`config.mk`:
```
export PLATFORM = sky130hd
export DESIGN_NAME = boolean_formula_evaluator
export DESIGN_NICKNAME = d
export VERILOG_FILES = /design/src/sv/bfe_pkg.sv /design/src/sv/bfe_ram.sv /design/src/sv/bfe_front.sv /design/src/sv/bfe_queue.sv /design/src/sv/bfe_back.sv /design/src/sv/boolean_formula_evaluator.sv
export SDC_FILE = /design/constraint.sdc
export NUM_CORES = 1
export LEC_CHECK = 0
export BUFFER_PORTS_ARGS = -buffer_cell sky130_fd_sc_hd__buf_2
export CAP_MARGIN = 20
export CORE_ASPECT_RATIO = 1.1
export CORE_MARGIN = 2
export CORE_UTILIZATION = 30
export CTS_CLUSTER_SIZE = 14
export DETAILED_ROUTE_END_ITERATION = 7
export PLACE_DENSITY_LB_ADDON = 0.08
export SLEW_MARGIN = 20
export SYNTH_ARGS = -nofsm -noshare
export SYNTH_HDL_FRONTEND = slang
export SYNTH_HIERARCHICAL = 1
export SYNTH_SLANG_ARGS = --single-unit
```
`constraint.sdc`:
```
create_clock -name clk -period 9 [get_ports clk]
set_clock_uncertainty 0.2 [all_clocks]
set_input_delay 1.8 -clock clk [delete_from_list [all_inputs] [get_ports clk]]
set_output_delay 1.8 -clock clk [all_outputs]
set_load 0.05 [all_outputs]
```
`src/sv/bfe_pkg.sv`:
```
package bfe_pkg;

  localparam int DEF_MAX_VARS    = 16;
  localparam int DEF_STACK_DEPTH = 32;
  localparam int QUEUE_DEPTH     = 4;
  localparam int NUM_SLOTS       = 52;
  localparam int SLOT_W          = 6;
  localparam int VIDX_W          = 6;
  localparam int VAR_W           = 16;
  localparam int S_DATA_W        = 8;
  localparam int M_DATA_W        = 8;

  localparam logic [7:0] CH_OPEN  = 8'h28;
  localparam logic [7:0] CH_CLOSE = 8'h29;
  localparam logic [7:0] CH_NOT   = 8'h21;
  localparam logic [7:0] CH_AND   = 8'h26;
  localparam logic [7:0] CH_OR    = 8'h7C;
  localparam logic [7:0] CH_IMP   = 8'h5E;
  localparam logic [7:0] CH_EQV   = 8'h7E;
  localparam logic [7:0] CH_END   = 8'h23;
  localparam logic [7:0] CH_LA    = 8'h61;
  localparam logic [7:0] CH_LZ    = 8'h7A;
  localparam logic [7:0] CH_UA    = 8'h41;
  localparam logic [7:0] CH_UZ    = 8'h5A;

  localparam logic [1:0] ST_OK        = 2'd0;
  localparam logic [1:0] ST_UNDEF     = 2'd1;
  localparam logic [1:0] ST_VARS      = 2'd2;
  localparam logic [1:0] ST_MALFORMED = 2'd3;

  typedef enum logic [2:0] {
    OP_END   = 3'd0,
    OP_EQV   = 3'd1,
    OP_IMP   = 3'd2,
    OP_OR    = 3'd3,
    OP_AND   = 3'd4,
    OP_NOT   = 3'd5,
    OP_OPEN  = 3'd6,
    OP_CLOSE = 3'd7
  } op_t;

  typedef enum logic [1:0] {
    TK_VAL,
    TK_OP,
    TK_ERR
  } tok_kind_t;

  typedef struct packed {
    tok_kind_t  kind;
    op_t        op;
    logic       val;
    logic [1:0] err;
    logic       last;
  } token_t;

  typedef struct packed {
    logic push;
    logic full;
    logic pop;
    logic empty;
  } queue_ctl_t;

  typedef enum logic {
    F_IDLE,
    F_LOOK
  } front_state_t;

  typedef enum logic [2:0] {
    B_IDLE,
    B_POST,
    B_RED,
    B_CLS,
    B_VWAIT,
    B_OWAIT,
    B_OUT
  } back_state_t;

  function automatic logic [2:0] prec(input op_t op);
    return (op > OP_OPEN) ? 3'd6 : 3'(op);
  endfunction

  function automatic logic [1:0] flag_err(input logic [1:0] cur, input logic [1:0] code);
    return (cur == ST_OK || code < cur) ? code : cur;
  endfunction

  function automatic logic is_letter(input logic [7:0] c);
    return (c >= CH_LA && c <= CH_LZ) || (c >= CH_UA && c <= CH_UZ);
  endfunction

  function automatic logic [SLOT_W-1:0] letter_slot(input logic [7:0] c);
    logic [SLOT_W-1:0] s;
    s = '0;
    if (c >= CH_LA && c <= CH_LZ) begin
      s = SLOT_W'(c - CH_LA);
    end else if (c >= CH_UA && c <= CH_UZ) begin
      s = SLOT_W'(c - CH_UA) + SLOT_W'(26);
    end
    return s;
  endfunction

endpackage

```
`src/sv/bfe_ram.sv`:
```
module bfe_ram #(
  parameter int WIDTH = 8,
  parameter int DEPTH = 32
) (
  input  logic                     clk,
  input  logic                     we,
  input  logic [$clog2(DEPTH)-1:0] waddr,
  input  logic [WIDTH-1:0]         wdata,
  input  logic [$clog2(DEPTH)-1:0] raddr,
  output logic [WIDTH-1:0]         rdata
);

  logic [WIDTH-1:0] mem [DEPTH];

  always_ff @(posedge clk) begin
    if (we) begin
      mem[waddr] <= wdata;
    end
    rdata <= mem[raddr];
  end

endmodule

```
`src/sv/bfe_front.sv`:
```
module bfe_front #(
  parameter int MAX_VARS = 16
) (
  input  logic                          clk,
  input  logic                          rst,
  input  logic                          s_tvalid,
  output logic                          s_tready,
  input  logic [bfe_pkg::S_DATA_W-1:0]  s_tdata,
  input  logic                          s_tlast,
  input  logic [bfe_pkg::VAR_W-1:0]     variable_values,
  input  logic                          q_full,
  output logic                          q_push,
  output bfe_pkg::token_t               q_tok
);
  import bfe_pkg::*;

  localparam int CNT_W = $clog2(MAX_VARS + 1);

  front_state_t            state, state_next;
  logic [7:0]              ch;
  logic                    last;
  logic [NUM_SLOTS-1:0]    valid, valid_next;
  logic [CNT_W-1:0]        count, count_next;
  logic [SLOT_W-1:0]       rd_slot, slot;
  logic [CNT_W-1:0]        rdata;
  logic                    tw_en;
  logic [VIDX_W-1:0]       idx;

  assign slot    = letter_slot(ch);
  assign rd_slot = (state == F_IDLE) ? letter_slot(s_tdata) : slot;

  bfe_ram #(.WIDTH(CNT_W), .DEPTH(NUM_SLOTS)) u_letters (
    .clk   (clk),
    .we    (tw_en),
    .waddr (slot),
    .wdata (count),
    .raddr (rd_slot),
    .rdata (rdata)
  );

  always_ff @(posedge clk) begin
    if (rst) begin
      state <= F_IDLE;
      valid <= '0;
      count <= '0;
    end else begin
      state <= state_next;
      valid <= valid_next;
      count <= count_next;
    end
    if (s_tvalid && s_tready) begin
      ch   <= s_tdata;
      last <= s_tlast;
    end
  end

  always_comb begin
    state_next = state;
    valid_next = valid;
    count_next = count;
    s_tready   = (state == F_IDLE);
    q_push     = 1'b0;
    tw_en      = 1'b0;
    idx        = '0;
    q_tok.kind = TK_ERR;
    q_tok.op   = OP_END;
    q_tok.val  = 1'b0;
    q_tok.err  = ST_OK;
    q_tok.last = last;

    if (is_letter(ch)) begin
      if (valid[slot]) begin
        q_tok.kind = TK_VAL;
        idx        = VIDX_W'(rdata);
      end else if (count >= CNT_W'(MAX_VARS)) begin
        q_tok.err = ST_VARS;
      end else begin
        q_tok.kind = TK_VAL;
        idx        = VIDX_W'(count);
      end
      q_tok.val = (idx < VIDX_W'(VAR_W)) ? variable_values[idx[3:0]] : 1'b0;
    end else begin
      q_tok.kind = TK_OP;
      unique case (ch)
        CH_OPEN:  q_tok.op = OP_OPEN;
        CH_CLOSE: q_tok.op = OP_CLOSE;
        CH_NOT:   q_tok.op = OP_NOT;
        CH_AND:   q_tok.op = OP_AND;
        CH_OR:    q_tok.op = OP_OR;
        CH_IMP:   q_tok.op = OP_IMP;
        CH_EQV:   q_tok.op = OP_EQV;
        CH_END: begin
          q_tok.kind = TK_ERR;
          q_tok.err  = ST_MALFORMED;
        end
        default: begin
          q_tok.kind = TK_ERR;
          q_tok.err  = ST_UNDEF;
        end
      endcase
    end

    unique case (state)
      F_IDLE: begin
        if (s_tvalid) begin
          state_next = F_LOOK;
        end
      end
      F_LOOK: begin
        if (!q_full) begin
          q_push     = 1'b1;
          state_next = F_IDLE;
          if (is_letter(ch) && !valid[slot] && count < CNT_W'(MAX_VARS)) begin
            tw_en            = 1'b1;
            valid_next[slot] = 1'b1;
            count_next       = count + CNT_W'(1);
          end
          if (last) begin
            valid_next = '0;
            count_next = '0;
          end
        end
      end
      default: state_next = F_IDLE;
    endcase
  end

endmodule

```
`src/sv/bfe_queue.sv`:
```
module bfe_queue (
  input  logic            clk,
  input  logic            rst,
  input  logic            push,
  input  bfe_pkg::token_t push_tok,
  input  logic            pop,
  output bfe_pkg::token_t pop_tok,
  output logic            full,
  output logic            empty
);
  import bfe_pkg::*;

  localparam int PTR_W = $clog2(QUEUE_DEPTH);
  localparam int CNT_W = $clog2(QUEUE_DEPTH + 1);

  token_t           slots [QUEUE_DEPTH];
  logic [PTR_W-1:0] wr_ptr, rd_ptr;
  logic [CNT_W-1:0] fill;

  assign full    = (fill == CNT_W'(QUEUE_DEPTH));
  assign empty   = (fill == '0);
  assign pop_tok = slots[rd_ptr];

  always_ff @(posedge clk) begin
    if (rst) begin
      wr_ptr <= '0;
      rd_ptr <= '0;
      fill   <= '0;
    end else begin
      if (push) begin
        wr_ptr <= (wr_ptr == PTR_W'(QUEUE_DEPTH - 1)) ? '0 : wr_ptr + PTR_W'(1);
      end
      if (pop) begin
        rd_ptr <= (rd_ptr == PTR_W'(QUEUE_DEPTH - 1)) ? '0 : rd_ptr + PTR_W'(1);
      end
      if (push && !pop) begin
        fill <= fill + CNT_W'(1);
      end else if (pop && !push) begin
        fill <= fill - CNT_W'(1);
      end
    end
    if (push) begin
      slots[wr_ptr] <= push_tok;
    end
  end

endmodule

```
`src/sv/bfe_back.sv`:
```
module bfe_back #(
  parameter int STACK_DEPTH = 32
) (
  input  logic                          clk,
  input  logic                          rst,
  input  logic                          q_empty,
  input  bfe_pkg::token_t               q_tok,
  output logic                          q_pop,
  output logic                          m_tvalid,
  input  logic                          m_tready,
  output logic [bfe_pkg::M_DATA_W-1:0]  m_tdata
);
  import bfe_pkg::*;

  localparam int OA_W = $clog2(STACK_DEPTH);
  localparam int OD_W = $clog2(STACK_DEPTH + 1);

  back_state_t      state, state_next, ret, ret_next, ap_ret, pop_ret;
  token_t           tok, tok_next;
  logic [1:0]       err, err_next;
  logic [OD_W-1:0]  op_depth, op_depth_next, vd, vd_next, pend, pend_next;
  op_t              op_top, op_top_next;
  logic             v_top, v_top_next;
  logic [2:0]       p, p_next;
  logic             goal_end, goal_end_next;
  logic             m_tvalid_next;
  logic             out_truth, out_truth_next;
  logic [1:0]       out_status, out_status_next;
  logic             do_apply, do_pop, r;

  logic             ow_en, vw_en, vw_data;
  logic [OA_W-1:0]  ow_addr, or_addr, vw_addr, vr_addr;
  logic [2:0]       ow_data, o_rdata;
  logic             v_rdata;

  bfe_ram #(.WIDTH(3), .DEPTH(STACK_DEPTH)) u_ops (
    .clk   (clk),
    .we    (ow_en),
    .waddr (ow_addr),
    .wdata (ow_data),
    .raddr (or_addr),
    .rdata (o_rdata)
  );

  bfe_ram #(.WIDTH(1), .DEPTH(STACK_DEPTH)) u_vals (
    .clk   (clk),
    .we    (vw_en),
    .waddr (vw_addr),
    .wdata (vw_data),
    .raddr (vr_addr),
    .rdata (v_rdata)
  );

  assign m_tdata = {{(M_DATA_W - 3){1'b0}}, out_status, out_truth};

  always_ff @(posedge clk) begin
    if (rst) begin
      state    <= B_IDLE;
      err      <= ST_OK;
      op_depth <= OD_W'(1);
      op_top   <= OP_END;
      vd       <= '0;
      m_tvalid <= 1'b0;
    end else begin
      state    <= state_next;
      err      <= err_next;
      op_depth <= op_depth_next;
      op_top   <= op_top_next;
      vd       <= vd_next;
      m_tvalid <= m_tvalid_next;
    end
    tok        <= tok_next;
    ret        <= ret_next;
    pend       <= pend_next;
    v_top      <= v_top_next;
    p          <= p_next;
    goal_end   <= goal_end_next;
    out_truth  <= out_truth_next;
    out_status <= out_status_next;
  end

  always_comb begin
    state_next      = state;
    ret_next        = ret;
    tok_next        = tok;
    err_next        = err;
    op_depth_next   = op_depth;
    op_top_next     = op_top;
    vd_next         = vd;
    v_top_next      = v_top;
    pend_next       = pend;
    p_next          = p;
    goal_end_next   = goal_end;
    m_tvalid_next   = m_tvalid && !m_tready;
    out_truth_next  = out_truth;
    out_status_next = out_status;
    q_pop           = 1'b0;
    do_apply        = 1'b0;
    do_pop          = 1'b0;
    ap_ret          = B_RED;
    pop_ret         = B_RED;
    r               = 1'b0;
    ow_en           = 1'b0;
    ow_addr         = OA_W'(op_depth);
    ow_data         = tok.op;
    or_addr         = '0;
    vw_en           = 1'b0;
    vw_addr         = OA_W'(vd);
    vw_data         = 1'b0;
    vr_addr         = '0;

    unique case (state)
      B_IDLE: begin
        if (!q_empty) begin
          q_pop      = 1'b1;
          tok_next   = q_tok;
          state_next = B_POST;
          unique case (q_tok.kind)
            TK_ERR: err_next = flag_err(err, q_tok.err);
            TK_VAL: begin
              if (err == ST_OK) begin
                if (vd >= OD_W'(STACK_DEPTH)) begin
                  err_next = flag_err(err, ST_MALFORMED);
                end else begin
                  vw_en      = 1'b1;
                  vw_data    = q_tok.val;
                  vd_next    = vd + OD_W'(1);
                  v_top_next = q_tok.val;
                end
              end
            end
            TK_OP: begin
              if (err == ST_OK) begin
                p_next        = prec(q_tok.op);
                goal_end_next = 1'b0;
                state_next    = B_RED;
              end
            end
            default: state_next = B_POST;
          endcase
        end
      end
      B_POST: begin
        if (!tok.last) begin
          state_next = B_IDLE;
        end else if (err == ST_OK) begin
          p_next        = prec(OP_END);
          goal_end_next = 1'b1;
          state_next    = B_RED;
        end else begin
          state_next = B_OUT;
        end
      end
      B_RED: begin
        if (!(prec(op_top) > p && op_top != OP_OPEN)) begin
          if (goal_end) begin
            if (op_top != OP_END || vd != OD_W'(1)) begin
              err_next = flag_err(err, ST_MALFORMED);
            end
            state_next = B_OUT;
          end else begin
            if (op_depth >= OD_W'(STACK_DEPTH)) begin
              err_next = flag_err(err, ST_MALFORMED);
            end else begin
              ow_en         = 1'b1;
              op_depth_next = op_depth + OD_W'(1);
              op_top_next   = tok.op;
            end
            state_next = B_POST;
          end
        end else if (op_top == OP_CLOSE) begin
          pend_next  = '0;
          state_next = B_CLS;
        end else begin
          do_apply = 1'b1;
          ap_ret   = B_RED;
        end
      end
      B_CLS: begin
        unique case (op_top)
          OP_CLOSE: begin
            pend_next = pend + OD_W'(1);
            do_pop    = 1'b1;
            pop_ret   = B_CLS;
          end
          OP_OPEN: begin
            pend_next = pend - OD_W'(1);
            do_pop    = 1'b1;
            pop_ret   = (pend == OD_W'(1)) ? B_RED : B_CLS;
          end
          OP_END: begin
            err_next   = flag_err(err, ST_MALFORMED);
            state_next = B_POST;
          end
          default: begin
            do_apply = 1'b1;
            ap_ret   = B_CLS;
          end
        endcase
      end
      B_VWAIT: begin
        unique case (op_top)
          OP_AND:  r = v_top & v_rdata;
          OP_OR:   r = v_top | v_rdata;
          OP_IMP:  r = ~v_rdata | v_top;
          default: r = (v_top == v_rdata);
        endcase
        vd_next    = vd - OD_W'(1);
        v_top_next = r;
        vw_en      = 1'b1;
        vw_addr    = OA_W'(vd - OD_W'(2));
        vw_data    = r;
        do_pop     = 1'b1;
        pop_ret    = ret;
      end
      B_OWAIT: begin
        op_top_next = op_t'(o_rdata);
        state_next  = ret;
      end
      B_OUT: begin
        if (!m_tvalid || m_tready) begin
          m_tvalid_next   = 1'b1;
          out_truth_next  = (err == ST_OK) ? v_top : 1'b0;
          out_status_next = err;
          err_next        = ST_OK;
          op_depth_next   = OD_W'(1);
          op_top_next     = OP_END;
          vd_next         = '0;
          state_next      = B_IDLE;
        end
      end
      default: state_next = B_IDLE;
    endcase

    if (do_apply) begin
      if (vd == '0) begin
        err_next   = flag_err(err, ST_MALFORMED);
        state_next = B_POST;
      end else if (op_top == OP_NOT) begin
        v_top_next = ~v_top;
        vw_en      = 1'b1;
        vw_addr    = OA_W'(vd - OD_W'(1));
        vw_data    = ~v_top;
        do_pop     = 1'b1;
        pop_ret    = ap_ret;
      end else if (vd == OD_W'(1)) begin
        err_next   = flag_err(err, ST_MALFORMED);
        state_next = B_POST;
      end else begin
        vr_addr    = OA_W'(vd - OD_W'(2));
        ret_next   = ap_ret;
        state_next = B_VWAIT;
      end
    end

    if (do_pop) begin
      op_depth_next = op_depth - OD_W'(1);
      if (op_depth == OD_W'(2)) begin
        op_top_next = OP_END;
        state_next  = pop_ret;
      end else begin
        or_addr    = OA_W'(op_depth - OD_W'(2));
        ret_next   = pop_ret;
        state_next = B_OWAIT;
      end
    end
  end

endmodule

```
`src/sv/boolean_formula_evaluator.sv`:
```
// Channel  Dir  Fields (low bit first)             Handshake
// s_*      in   tdata: char_code[7:0]; tlast: is_last   tvalid/tready
// m_*      out  tdata: truth_value, status[1:0]     tvalid/tready
// cfg_*    in   cfg_wdata: variable_values[15:0]   cfg_we, no wait
//
// Front takes one character, looks it up in the letter-order RAM and pushes its
// token before it takes the next; it stalls while the 4-entry token queue is full.
// Back handles one token at a time, with a step more to push an operator or enter
// a group close; applying a binary operator reads the value stack and popping a
// parenthesis reads the operator stack, unless only the end marker stays below.
// Back stalls at the end check while the previous result is not taken.
// Reset is synchronous and clears stack depths and letter valid bits at once.
module boolean_formula_evaluator #(
  parameter int MAX_VARS    = bfe_pkg::DEF_MAX_VARS,
  parameter int STACK_DEPTH = bfe_pkg::DEF_STACK_DEPTH
) (
  input  logic                          clk,
  input  logic                          rst,
  input  logic                          s_tvalid,
  output logic                          s_tready,
  input  logic [bfe_pkg::S_DATA_W-1:0]  s_tdata,   // char_code[7:0]
  input  logic                          s_tlast,
  output logic                          m_tvalid,
  input  logic                          m_tready,
  output logic [bfe_pkg::M_DATA_W-1:0]  m_tdata,   // truth_value, status[1:0], zeros
  input  logic                          cfg_we,
  input  logic [bfe_pkg::VAR_W-1:0]     cfg_wdata
);
  import bfe_pkg::*;

  logic [VAR_W-1:0] variable_values;
  logic             q_push, q_full, q_pop, q_empty;
  token_t           push_tok, pop_tok;

  always_ff @(posedge clk) begin
    if (rst) begin
      variable_values <= '0;
    end else if (cfg_we) begin
      variable_values <= cfg_wdata;
    end
  end

  bfe_front #(.MAX_VARS(MAX_VARS)) u_front (
    .clk             (clk),
    .rst             (rst),
    .s_tvalid        (s_tvalid),
    .s_tready        (s_tready),
    .s_tdata         (s_tdata),
    .s_tlast         (s_tlast),
    .variable_values (variable_values),
    .q_full          (q_full),
    .q_push          (q_push),
    .q_tok           (push_tok)
  );

  bfe_queue u_queue (
    .clk      (clk),
    .rst      (rst),
    .push     (q_push),
    .push_tok (push_tok),
    .pop      (q_pop),
    .pop_tok  (pop_tok),
    .full     (q_full),
    .empty    (q_empty)
  );

  bfe_back #(.STACK_DEPTH(STACK_DEPTH)) u_back (
    .clk      (clk),
    .rst      (rst),
    .q_empty  (q_empty),
    .q_tok    (pop_tok),
    .q_pop    (q_pop),
    .m_tvalid (m_tvalid),
    .m_tready (m_tready),
    .m_tdata  (m_tdata)
  );

  a_no_push_full: assert property (@(posedge clk) disable iff (rst)
    q_push |-> !q_full)
    else $error("token pushed into full queue");

  a_no_pop_empty: assert property (@(posedge clk) disable iff (rst)
    q_pop |-> !q_empty)
    else $error("token popped from empty queue");

  a_err_false: assert property (@(posedge clk) disable iff (rst)
    (m_tvalid && m_tdata[2:1] != ST_OK) |-> !m_tdata[0])
    else $error("truth value set on failed formula");

  a_hold_result: assert property (@(posedge clk) disable iff (rst)
    (m_tvalid && !m_tready) |=> (m_tvalid && $stable(m_tdata)))
    else $error("result changed while waiting");

endmodule
```
======== Yosys cells after proc, flatten, opt, wreduce, memory -nomap -nowiden ========
Memory sizes are Yosys's and may differ from the RTL's. A register that Yosys moved wholly into a read port is not among the register bits.
Index checks and enable logic that the tools add are counted.
operators by class
  add/subtract/negate cells ............... 19
  magnitude comparators ................... 21
  equal/unequal tests ..................... 46
  mux-type cells .......................... 187
  bitwise operators ....................... 9
  reduce and logical (&&, ||, !) cells .... 45
operator list
  operator                                              number
  2-to-1 mux 3 bit                                      41
  2-to-1 mux 6 bit                                      19
  2-to-1 mux 52 bit                                     2
  2-to-1 mux 5 bit                                      13
  2-to-1 mux 1 bit                                      63
  bitwise OR 52 bit                                     1
  2-to-1 mux 2 bit                                      25
  one-hot mux 3 bit (7 select lines)                    2
  == test 8 x 6 -> 1 bit (second input constant)        5
  one-hot mux 6 bit (2 select lines)                    3
  >= comparator 8 x 7 -> 1 bit (second input constant)  4
  <= comparator 8 x 7 -> 1 bit (second input constant)  4
  subtractor 6 x 1 -> 6 bit (second input constant)     5
  == test 3 bit (second input constant)                 8
  == test 8 x 7 -> 1 bit (second input constant)        3
  adder 6 x 1 -> 6 bit (second input constant)          3
  one-hot mux 3 bit (2 select lines)                    3
  one-hot mux 6 bit (3 select lines)                    1
  != test 2 x 1 -> 1 bit (second input constant)        7
  one-hot mux 1 bit (2 select lines)                    7
  adder 6 x 5 -> 6 bit (second input constant)          2
  == test 3 x 2 -> 1 bit (second input constant)        4
  == test 6 x 1 -> 1 bit (second input constant)        2
  >= comparator 6 bit (second input constant)           2
  other kinds (52)                                      98
storage, ports and cells
  bits in registers ....................... 132
  RAM bits ................................ 424
  input port bits ......................... 30
  output and inout bits ................... 10
  logic and storage cells ................. 355
  memories kept ........................... 4
memory list
  name                   words  width  rd ports  clocked after memory_dff  write ports  line             RTL
  u_front.u_letters.mem  52     5      1         1                         1            bfe_ram.sv:13    logic [WIDTH-1:0] mem [DEPTH];
  u_back.u_ops.mem       32     3      1         1                         1            bfe_ram.sv:13
  u_queue.slots          4      9      1         1                         1            bfe_queue.sv:16  token_t slots [QUEUE_DEPTH];
  u_back.u_vals.mem      32     1      1         1                         1            bfe_ram.sv:13

======== Depth between registers and ports, before layout ========
Gate-level depths: netlist (run 1).
  depth in word-level cells ............... 14
  depth in mapped cells ................... 21

======== Cells and area by module ========
The synthesis (run 1) kept the hierarchy.
modules (own cells, without submodules)
  module                        instances  cells each  area each (um^2)
  bfe_ram at u_front.u_letters  1          512         10,411.2
  bfe_front                     1          504         3,992.6
  bfe_ram at u_back.u_ops       1          185         3,916.3
  bfe_back                      1          396         3,350.7
  bfe_queue                     1          91          1,740.4
  bfe_ram at u_back.u_vals      1          120         1,517.7
  boolean_formula_evaluator     1          52          580.6

======== Worst setup path after synthesis (run 1) ========
Ideal clock, no wire load.
  path type ............................... in2reg
  start point ............................. input port s_tdata[2] (netlist bit)
  end point ............................... register u_front.u_letters.rdata[1], read port of u_front.u_letters.mem
  arrival ................................. 4,741 ps
  slack ................................... 3,933 ps
  cell stages on the path ................. 14
  path buffers ............................ 3
  cell sequence ........................... clkbuf_1 nor2_1 a311oi_1 o211ai_1 mux2i_1 xor2_1 o21ai_0 buf_2 clkbuf_1 mux4_2 o22ai_1 o221ai_1 nand3_1 o21ai_0
between the ends
  word-level cells in the longest chain between the ends .. 5
RTL lines
  item                                                       line                             RTL
  start: declaration                                         boolean_formula_evaluator.sv:21  input logic [bfe_pkg::S_DATA_W-1:0] s_tdata,
  subtractor 6 x 1 -> 6 bit, or another cell as far along    bfe_pkg.sv:96                    s = SLOT_W'(c - CH_UA) + SLOT_W'(26);
  adder 6 x 5 -> 6 bit or logical AND 1 bit (tied branches)  bfe_pkg.sv:96, bfe_pkg.sv:95
  2-to-1 mux 6 bit                                           bfe_pkg.sv:95                    end else if (c >= CH_UA && c <= CH_UZ) begin
  2-to-1 mux 6 bit (*)                                       bfe_pkg.sv:93                    if (c >= CH_LA && c <= CH_LZ) begin
  2-to-1 mux 6 bit (*)                                       bfe_front.sv:30                  assign rd_slot = (state == F_IDLE) ? letter_slot(s_tdata) : slot;
  via u_front.rd_slot[2]                                     bfe_front.sv:24                  logic [SLOT_W-1:0] rd_slot, slot;
  end: declaration                                           bfe_ram.sv:10                    output logic [WIDTH-1:0] rdata
The timed path passes the listed nets; every way through them passes the cells marked *.
A chain may end at the register's enable or synchronous reset.

======== Worst setup path after layout (run 1) ========
  start point ............................. register u_front.ch[0]
  end point ............................... memory u_front/u_letters/mem[40][3] (netlist bit), enable pin
between the ends
  word-level cells in the longest chain between the ends .. 14
RTL lines
  item                                                       line                                         RTL
  start: declaration                                         bfe_front.sv:20                              logic [7:0] ch;
  start signal: assignment                                   bfe_front.sv:52                              ch <= s_tdata;
  subtractor 6 x 1 -> 6 bit, or another cell as far along    bfe_pkg.sv:96
  adder 6 x 5 -> 6 bit or logical AND 1 bit (tied branches)  bfe_pkg.sv:96, bfe_pkg.sv:87, bfe_pkg.sv:95
  2-to-1 mux 6 bit                                           bfe_pkg.sv:95
  2-to-1 mux 6 bit                                           bfe_pkg.sv:93
  binary-select mux 1 bit (select 6 bit)                     bfe_front.sv:113                             if (is_letter(ch) && !valid[slot] && count < CNT_W'(MAX_VARS)) begin
  2-to-1 mux 1 bit (implied by the code)                     bfe_front.sv:113
  zero test 1 bit                                            bfe_front.sv:113
  logical AND 1 bit (*) (2 in a row)                         bfe_front.sv:113
  2-to-1 mux 1 bit (*)                                       bfe_front.sv:113
  2-to-1 mux 1 bit (*)                                       bfe_front.sv:110                             if (!q_full) begin
  2-to-1 mux 1 bit (*)                                       bfe_front.sv:103                             unique case (state)
  via u_front.tw_en                                          bfe_front.sv:26                              logic tw_en;
  2-to-1 mux 1 bit (*)                                       bfe_ram.sv:16                                if (we) begin
  2-to-1 mux 1 bit (implied by the code) (*)                 bfe_ram.sv:17                                mem[waddr] <= wdata;
  end: declaration                                           bfe_ram.sv:13
The timed path passes the listed nets; every way through them passes the cells marked *. The select of a mux whose other input is x is not followed.

==> flow_metrics.py, run 1 <==
metrics = {
    "status": {
        "status": "finished, final reports clean",
    },
    "final_layout": {
        "finalNetCount": 1959,
        "fin_cells": 3081,
        "fin_area_sq_mm": 0.0289,
        "diodes": 0,
        "final_layout_size_suffix_gt1_share_pct": 17.3,
        "area_delta_synth_final_pct": 13.2,
    },
    "global_routing": {
        "gr-total-overflow": 0,
        "track_usage_pct": 15.3,
        "grt_max_degree": 61,
        "grt_antenna_before_repair": 1,
        "grt_pass1_wl_mm": 101,
        "grt_pass1_vias": 15800,
    },
    "sta": {
        "hold_viol_final": 0,
        "rsz0062_at_grt": "false",
        "layout_worst_path_cycle_share_pct": 74.9,
        "fmaxAchievable_mhz": 148,
        "period_minus_slack_ns": 6.74,
        "relSlewSlack_pct": 38.3,
        "worstMarginPinSlew_ns": 0.923,
        "setup_tns_ns": 0,
        "finalSetupViolCount": 0,
        "slew_violations": 0,
    },
    "routing": {
        "initialDrtViolationCount": 1022,
        "vias_per_cell": 4.99,
        "ant_nets": 0,
        "dr.pass1.iters": 7,
        "wl_per_cell_um": 21.5,
        "routed_wirelength_mm": 66.3,
        "drcViolationCount": 0,
        "vias": 15400,
    },
    "clocking": {
        "tritoncts": "yes",
        "cts_sinks": 567,
        "ctsLongestPathBuffers": 3,
        "cts_inserted_buffers": 66,
        "cts_htree_levels": 3,
        "cts_resized": 0,
        "clockRootBuffer": "clkbuf_16",
        "clk_latency_ns": 0.60,
        "cts_setup_buffers": 0,
        "hold_buffers": 0,
        "path_clk_slew_ns": 0.06,
    },
    "floorplan": {
        "die_area_sq_mm": 0.0874,
        "rows": 112,
        "die_h_um": 310,
        "core_area_sq_mm": 0.0845,
        "chipWidth_um": 282,
        "start_util_pct": 30.2,
        "io_pins": 40,
    },
    "yosys": {
        "ys_seq_area_share_pct": 62.2,
        "synth_seq_cells": 567,
        "synthArstFlopShare_pct": 0,
        "synth_area_sq_mm": 0.0255,
        "yosysWarnings": 6,
        "synth_edf_count": 450,
        "synth_cell_types": 103,
        "syn_inst": 1860,
        "syn_avg_cell_area_sq_um": 13.7,
        "synth_flop_cell": "edfxtp_1",
    },
    "critical_path": {
        "r2r_slack_ns": 2.26,
        "r2r_cells": 17,
        "r2r-end": "u_front/u_letters/mem[40][3]$_DFFE_PP_",
        "cp-start-kind": "flop",
        "arrival_ns": 6.77,
        "criticalPathCategory": "reg2reg",
        "cp_data_required_time_ns": 9.03,
        "endpoint_kind": "flop",
        "crit_start": "u_front/ch[0]$_DFFE_PP_",
        "crit_fanout": 31,
        "rr_startpoint": "u_front/ch[0]$_DFFE_PP_",
    },
    "pwr": {
        "leakagePower_nw": 9.35,
        "p_total_mw": 6.90,
        "vdd_drop_max_mv": 0.115,
        "powerDensity_mw_per_mm2": 239,
    },
    "hold_path": {
        "min_to": "u_front/valid[25]$_SDFFE_PP0P_",
        "hold_start": "u_front/valid[25]$_SDFFE_PP0P_",
        "min_path_cells": 2,
        "hp-class": "reg2reg",
    },
    "placement": {
        "routabilityCongestion": 0.794,
        "dp_hpwl_mm": 43.3,
        "placed_cell_area_sq_mm": 0.0268,
        "port-buffer-count": 34,
        "dp.cells": 2960,
    },
    "job": {
        "max_cap_violations": 0,
    },
}
registers in the layout, indices dropped and copies added, names as in the netlist, 5 cells and up, named ones only:
register and cells:
u_back/pend 6, u_back/u_ops/mem 96, u_front/ch 8, u_front/valid 52
u_front/u_letters/mem 260, u_back/u_vals/mem 32, variable_values 16, u_front/count 5
u_back/op_depth 6, u_front/u_letters/rdata 5, u_queue/slots 36, u_back/vd 6
synthesized netlist by cell type, types with 20 or more instances:
master / instances / area share, %
edfxtp_1: 450 / 53
nor2_1: 282 / 4.1
dfxtp_1: 117 / 9.2
a21oi_1: 107 / 2.1
mux4_2: 103 / 9.1
nand2_1: 88 / 1.3
mux2i_1: 80 / 3.1
inv_1: 42 / 0.62
clkbuf_1: 40 / 0.59
ha_1: 39 / 1.9
nand3_1: 34 / 0.67
o21ai_0: 32 / 0.63
o22ai_1: 23 / 0.56
nand3b_1: 21 / 0.62
nor3_1: 20 / 0.39
through the flow:
stage               worst slack, ns  utilization, %  hold slack (ns)
floorplan                      3.93               -            0.206
global placement               2.30            31.7            0.245
detailed placement             2.18            31.7            0.254
CTS                            2.18            34.2            0.270
global route                   1.74            34.2            0.279
finish                         2.26            34.2            0.265
power breakdown:
group / total (mW) / switching, mW / internal, mW / leakage (nW)
Clock: 2.58 / 1.09 / 1.49 / 1.01
Sequential: 3.12 / 0.131 / 2.99 / 5.10
Combinational: 1.20 / 0.731 / 0.465 / 3.24
cell type report:
class,instances,area (sq um)
fill,8177,55600
sequential,567,15900
multi-input combinational,1148,8950
clock buffer,76,1710
tap,1140,1430
timing repair buffer,60,398
clock inverter,44,360
inverter,46,178
critical path: stages (launching register included):
cell and delay, ns:
edfxtp_1 0.64, inv_1 0.28, ha_1 0.34, nor4b_2 0.20, nand2b_1 0.32, nand3_2 0.27, inv_2 0.61, mux2i_1 0.26
o22ai_1 0.08, or4_1 0.42, a41oi_1 0.25, o2111ai_2 0.16, buf_4 0.25, or3_4 0.37, nor2_1 0.43, nor2b_1 0.32
nand2_1 0.43, nor2_1 0.52
metal layers:
layer | up-vias | track usage (%) | part of all wire (%)
met1 | 7850 | 19.4 | 44
met5 | - | 0 | 0
met3 | 82 | 2.11 | 3.4
met4 | 0 | 4.13 | 1.7
li1 | 7157 | - | -
met2 | 296 | 27.3 | 51
logic make-up after synthesis:
| logic type | Yosys count | share of synthesized area [%] |
|---|---|---|
| and+or+nand+nor | 576 | 10.9 |
| DFF | 567 | 62.2 |
| AOI/OAI and AO/OA | 304 | 8.01 |
| muxes | 195 | 12.8 |
| buffers and inverters | 149 | 3.16 |
| adders and majority gates | 40 | 1.99 |
| xor gates and xnor gates | 28 | 0.961 |
| other | 1 | 0.0147 |
how the worst max path moves through the flow:
stage | to | cells past startpoint
4_1_cts | u_front/u_letters/mem[1][2]$_DFFE_PP_ | 16
2_1_floorplan | u_front/u_letters/rdata[1]$_DFF_P_ | 14
5_1_grt | u_front/u_letters/mem[33][2]$_DFFE_PP_ | 17
3_3_place_gp | u_front/u_letters/mem[25][3]$_DFFE_PP_ | 16
6_report | u_front/u_letters/mem[40][3]$_DFFE_PP_ | 17
3_5_place_dp | u_front/u_letters/mem[49][0]$_DFFE_PP_ | 16
cells in the final DEF, fill, tap and decap left out, types with 19 or more instances in the layout:
cell       netlist  final
inv_1           42     42
buf_2           19     34
nor2_1         282    279
o22ai_1         23     21
dfxtp_1        117    112
clkbuf_16        0     67
buf_4           19     23
nand2_1         88     88
ha_1            39     39
a31oi_1         19     19
o21ai_0         32     29
a21oi_1        107    107
nand3b_1        21     21
nand2b_1        19     19
mux2i_1         80     80
mux4_2         103    103
nor3_1          20     20
nand3_1         34     34
edfxtp_1       450    450
Power figures use the tool's default switching activity.
==> run 2: changes to the inputs <==
Settings changed: ABC_AREA from default to 1.
Clock period 9 ns to 5.6 ns, I/O delays scaled along.
==> flow_metrics.py, run 2 <==
metrics = {
    "critical_path": {
        "rr_startpoint": "u_front/ch[0]$_DFFE_PP_",
        "cp-start-kind": "flop",
        "endpoint_kind": "flop",
        "cp_data_required_time_ns": 5.73,
        "crit_fanout": 16,
        "arrival_ns": 5.22,
        "cpPeakStageDelay_ns": 0.45,
        "path_common_cell": "nand2_1",
        "crit_start": "u_front/ch[0]$_DFFE_PP_",
        "worstPathCellList": "inv_1 -> ha_1 -> inv_1 -> nor2_1 -> nand3_2 -> and2_1 -> nand2_4 -> nand2_1 -> nand2_1 -> nor2_2 -> nand3_1 -> nand2_1 -> o21ai_1 -> nand2_1 -> nor2_4 -> nand2_4 -> nor3_1 -> buf_4 -> nand4_1 -> nor4_1 -> buf_4",
        "crit_slowest_cell": "edfxtp_1",
        "criticalPathCategory": "reg2reg",
    },
    "sta": {
        "rsz0062_at_grt": "false",
        "fmaxAchievable_mhz": 197,
        "finalSetupViolCount": 0,
        "layout_worst_path_cycle_share_pct": 90.8,
        "relSlewSlack_pct": 31.7,
        "setup_tns_ns": 0,
        "hold_viol_final": 0,
        "slew_violations": 0,
        "whs_ns": 0.259,
        "worstMarginPinSlew_ns": 1.02,
        "period_minus_slack_ns": 5.09,
    },
    "global_routing": {
        "grt_max_degree": 140,
        "grt_pass1_wl_mm": 115,
        "grt_pass1_vias": 20100,
        "track_usage_pct": 15.8,
        "grt_antenna_before_repair": 0,
        "gr-total-overflow": 0,
    },
    "floorplan": {
        "core_area_sq_mm": 0.0894,
        "die_h_um": 319,
        "io_pins": 40,
        "start_util_pct": 30.3,
        "die_area_sq_mm": 0.0926,
        "chipWidth_um": 290,
        "rows": 115,
    },
    "hold_path": {
        "hp-class": "reg2reg",
        "hold_start": "u_front/valid[38]$_SDFFE_PP0P_",
    },
    "routing": {
        "drcViolationCount": 0,
        "ant_nets": 0,
        "wl_per_cell_um": 17.9,
        "vias_per_cell": 4.83,
        "initialDrtViolationCount": 1272,
        "dr.pass1.iters": 5,
        "vias": 19900,
        "routed_wirelength_mm": 73.6,
    },
    "final_layout": {
        "area_delta_synth_final_pct": 12.7,
        "largest_reg_flops": 260,
        "regArea_sq_mm": 0.0159,
        "final_cell_mix": "702 x nand2_1, 450 x edfxtp_1, 377 x nand3_1",
        "diodes": 0,
        "final_common_cell": "nand2_1",
        "top_regs": "u_front/u_letters/mem (260), u_back/u_ops/mem (96), u_front/valid (52)",
        "regMostFlops": "u_front/u_letters/mem",
        "finalNetCount": 2973,
        "fill_cells": 9148,
        "multiInputGateArea_sq_mm": 0.00938,
        "final_layout_size_suffix_gt1_share_pct": 9.58,
    },
    "clocking": {
        "ctsLongestPathBuffers": 3,
        "path_clk_slew_ns": 0.06,
        "hold_buffers": 0,
        "cts_setup_buffers": 0,
        "cts_htree_levels": 3,
        "cts_inserted_buffers": 67,
        "tritoncts": "yes",
        "clk_latency_ns": 0.62,
        "clockRootBuffer": "clkbuf_16",
        "cts_sinks": 567,
        "cts_resized": 0,
    },
    "yosys": {
        "synthTopCellsByArea": "edfxtp_1 50%, nand2_1 9.8%, dfxtp_1 8.7%, nand3_1 7.0%, nor2_1 4.5%",
        "syn_avg_cell_area_sq_um": 9.38,
        "yosysWarnings": 6,
        "synthArstFlopShare_pct": 0,
        "synth.top_cells.by_count": "703 x nand2_1, 450 x edfxtp_1, 377 x nand3_1",
        "synth_cell_types": 65,
        "synth_flop_cell": "edfxtp_1",
        "yosys.area.top_type": "edfxtp_1",
        "synth_edf_count": 450,
        "synth_top_area_share_pct": 50.0,
        "syn_inst": 2885,
        "synth_area_sq_mm": 0.0270,
        "synth_most_common_cell": "nand2_1",
        "synth_seq_cells": 567,
        "ys_seq_area_share_pct": 58.6,
    },
    "placement": {
        "dp_hpwl_mm": 47.8,
        "routabilityCongestion": 0.825,
        "port-buffer-count": 34,
    },
    "pwr": {
        "powerDensity_mw_per_mm2": 394,
        "vdd_drop_max_mv": 0.213,
        "leakagePower_nw": 11.4,
    },
    "job": {
        "max_cap_violations": 0,
    },
    "status": {
        "status": "finished, final reports clean",
    },
}
## run 2: layout make-up
class	instances	share of cell area (%)
clock buffers	88	5.93
repair buffers	77	1.74
flip-flops and latches	567	52.1
inverters	263	3.30
well taps	1170	4.80
multi-input cells	1927	30.8
clock inverters	32	1.36
## run 2: cells by family after synthesis
| kind of cell | after synthesis | share of synthesized area, % |
|---|---|---|
| simple gates | 1577 | 25.6 |
| mux | 1 | 0.0370 |
| compound gates | 283 | 6.17 |
| fa+ha+maj | 40 | 1.88 |
| buf+inv | 395 | 6.98 |
| other cells | 1 | 0.0139 |
| xor+xnor | 21 | 0.680 |
| flops | 567 | 58.6 |
## run 2: final timing paths
| path | end | slack (ns) | cells after the start |
|---|---|---|---|
| worst min-delay path | u_front/valid[38]$_SDFFE_PP0P_ | 0.26 | 2 |
| worst max-delay path | u_front/u_letters/mem[33][3]$_DFFE_PP_ | 0.51 | 21 |
| worst min register to register | u_front/valid[38]$_SDFFE_PP0P_ | 0.26 | 2 |
| worst max register to register | u_front/u_letters/mem[33][3]$_DFFE_PP_ | 0.51 | 21 |
## run 2: report_power, final
group / leakage (nW) / switching, mW / internal (mW) / total (mW)
registers: 4.93 / 0.223 / 4.87 / 5.09
logic: 5.39 / 1.78 / 0.727 / 2.51
clock network: 1.07 / 1.80 / 2.62 / 4.42
## run 2: worst max-delay path: cells and delay by family, from the launching register on
family                     cells  cell delay [ns]
buffers and inverters          4             0.73
AOI/OAI and AO/OA              1             0.16
DFF                            1             0.45
and+or+nand+nor               15             2.99
adders and majority gates      1             0.25
## run 2: layer usage
metal	vias to the layer above	GRT usage [%]	wire length (um)
met3	99	2.50	2800
met5	-	0	0
met2	388	27.4	35800
met4	0	4.39	1530
met1	9614	20.3	33500
li1	9828	-	-
## run 2: stage by stage
| stage | instance area, sq um | util (%) | power [mW] | std cells | setup slack (ns) |
|---|---|---|---|---|---|
| floorplan | 27100 | - | 6.95 | 2889 | 1.30 |
| global placement | 28200 | 31.6 | 7.73 | 4004 | 0.576 |
| detailed placement | 28200 | 31.6 | 7.73 | 4004 | 0.536 |
| CTS | 30500 | 34.1 | 12.2 | 4124 | 0.513 |
| global route | 30500 | 34.1 | 12.8 | 4124 | 0.161 |
| finish | 30500 | 34.1 | 12.0 | 4124 | 0.514 |
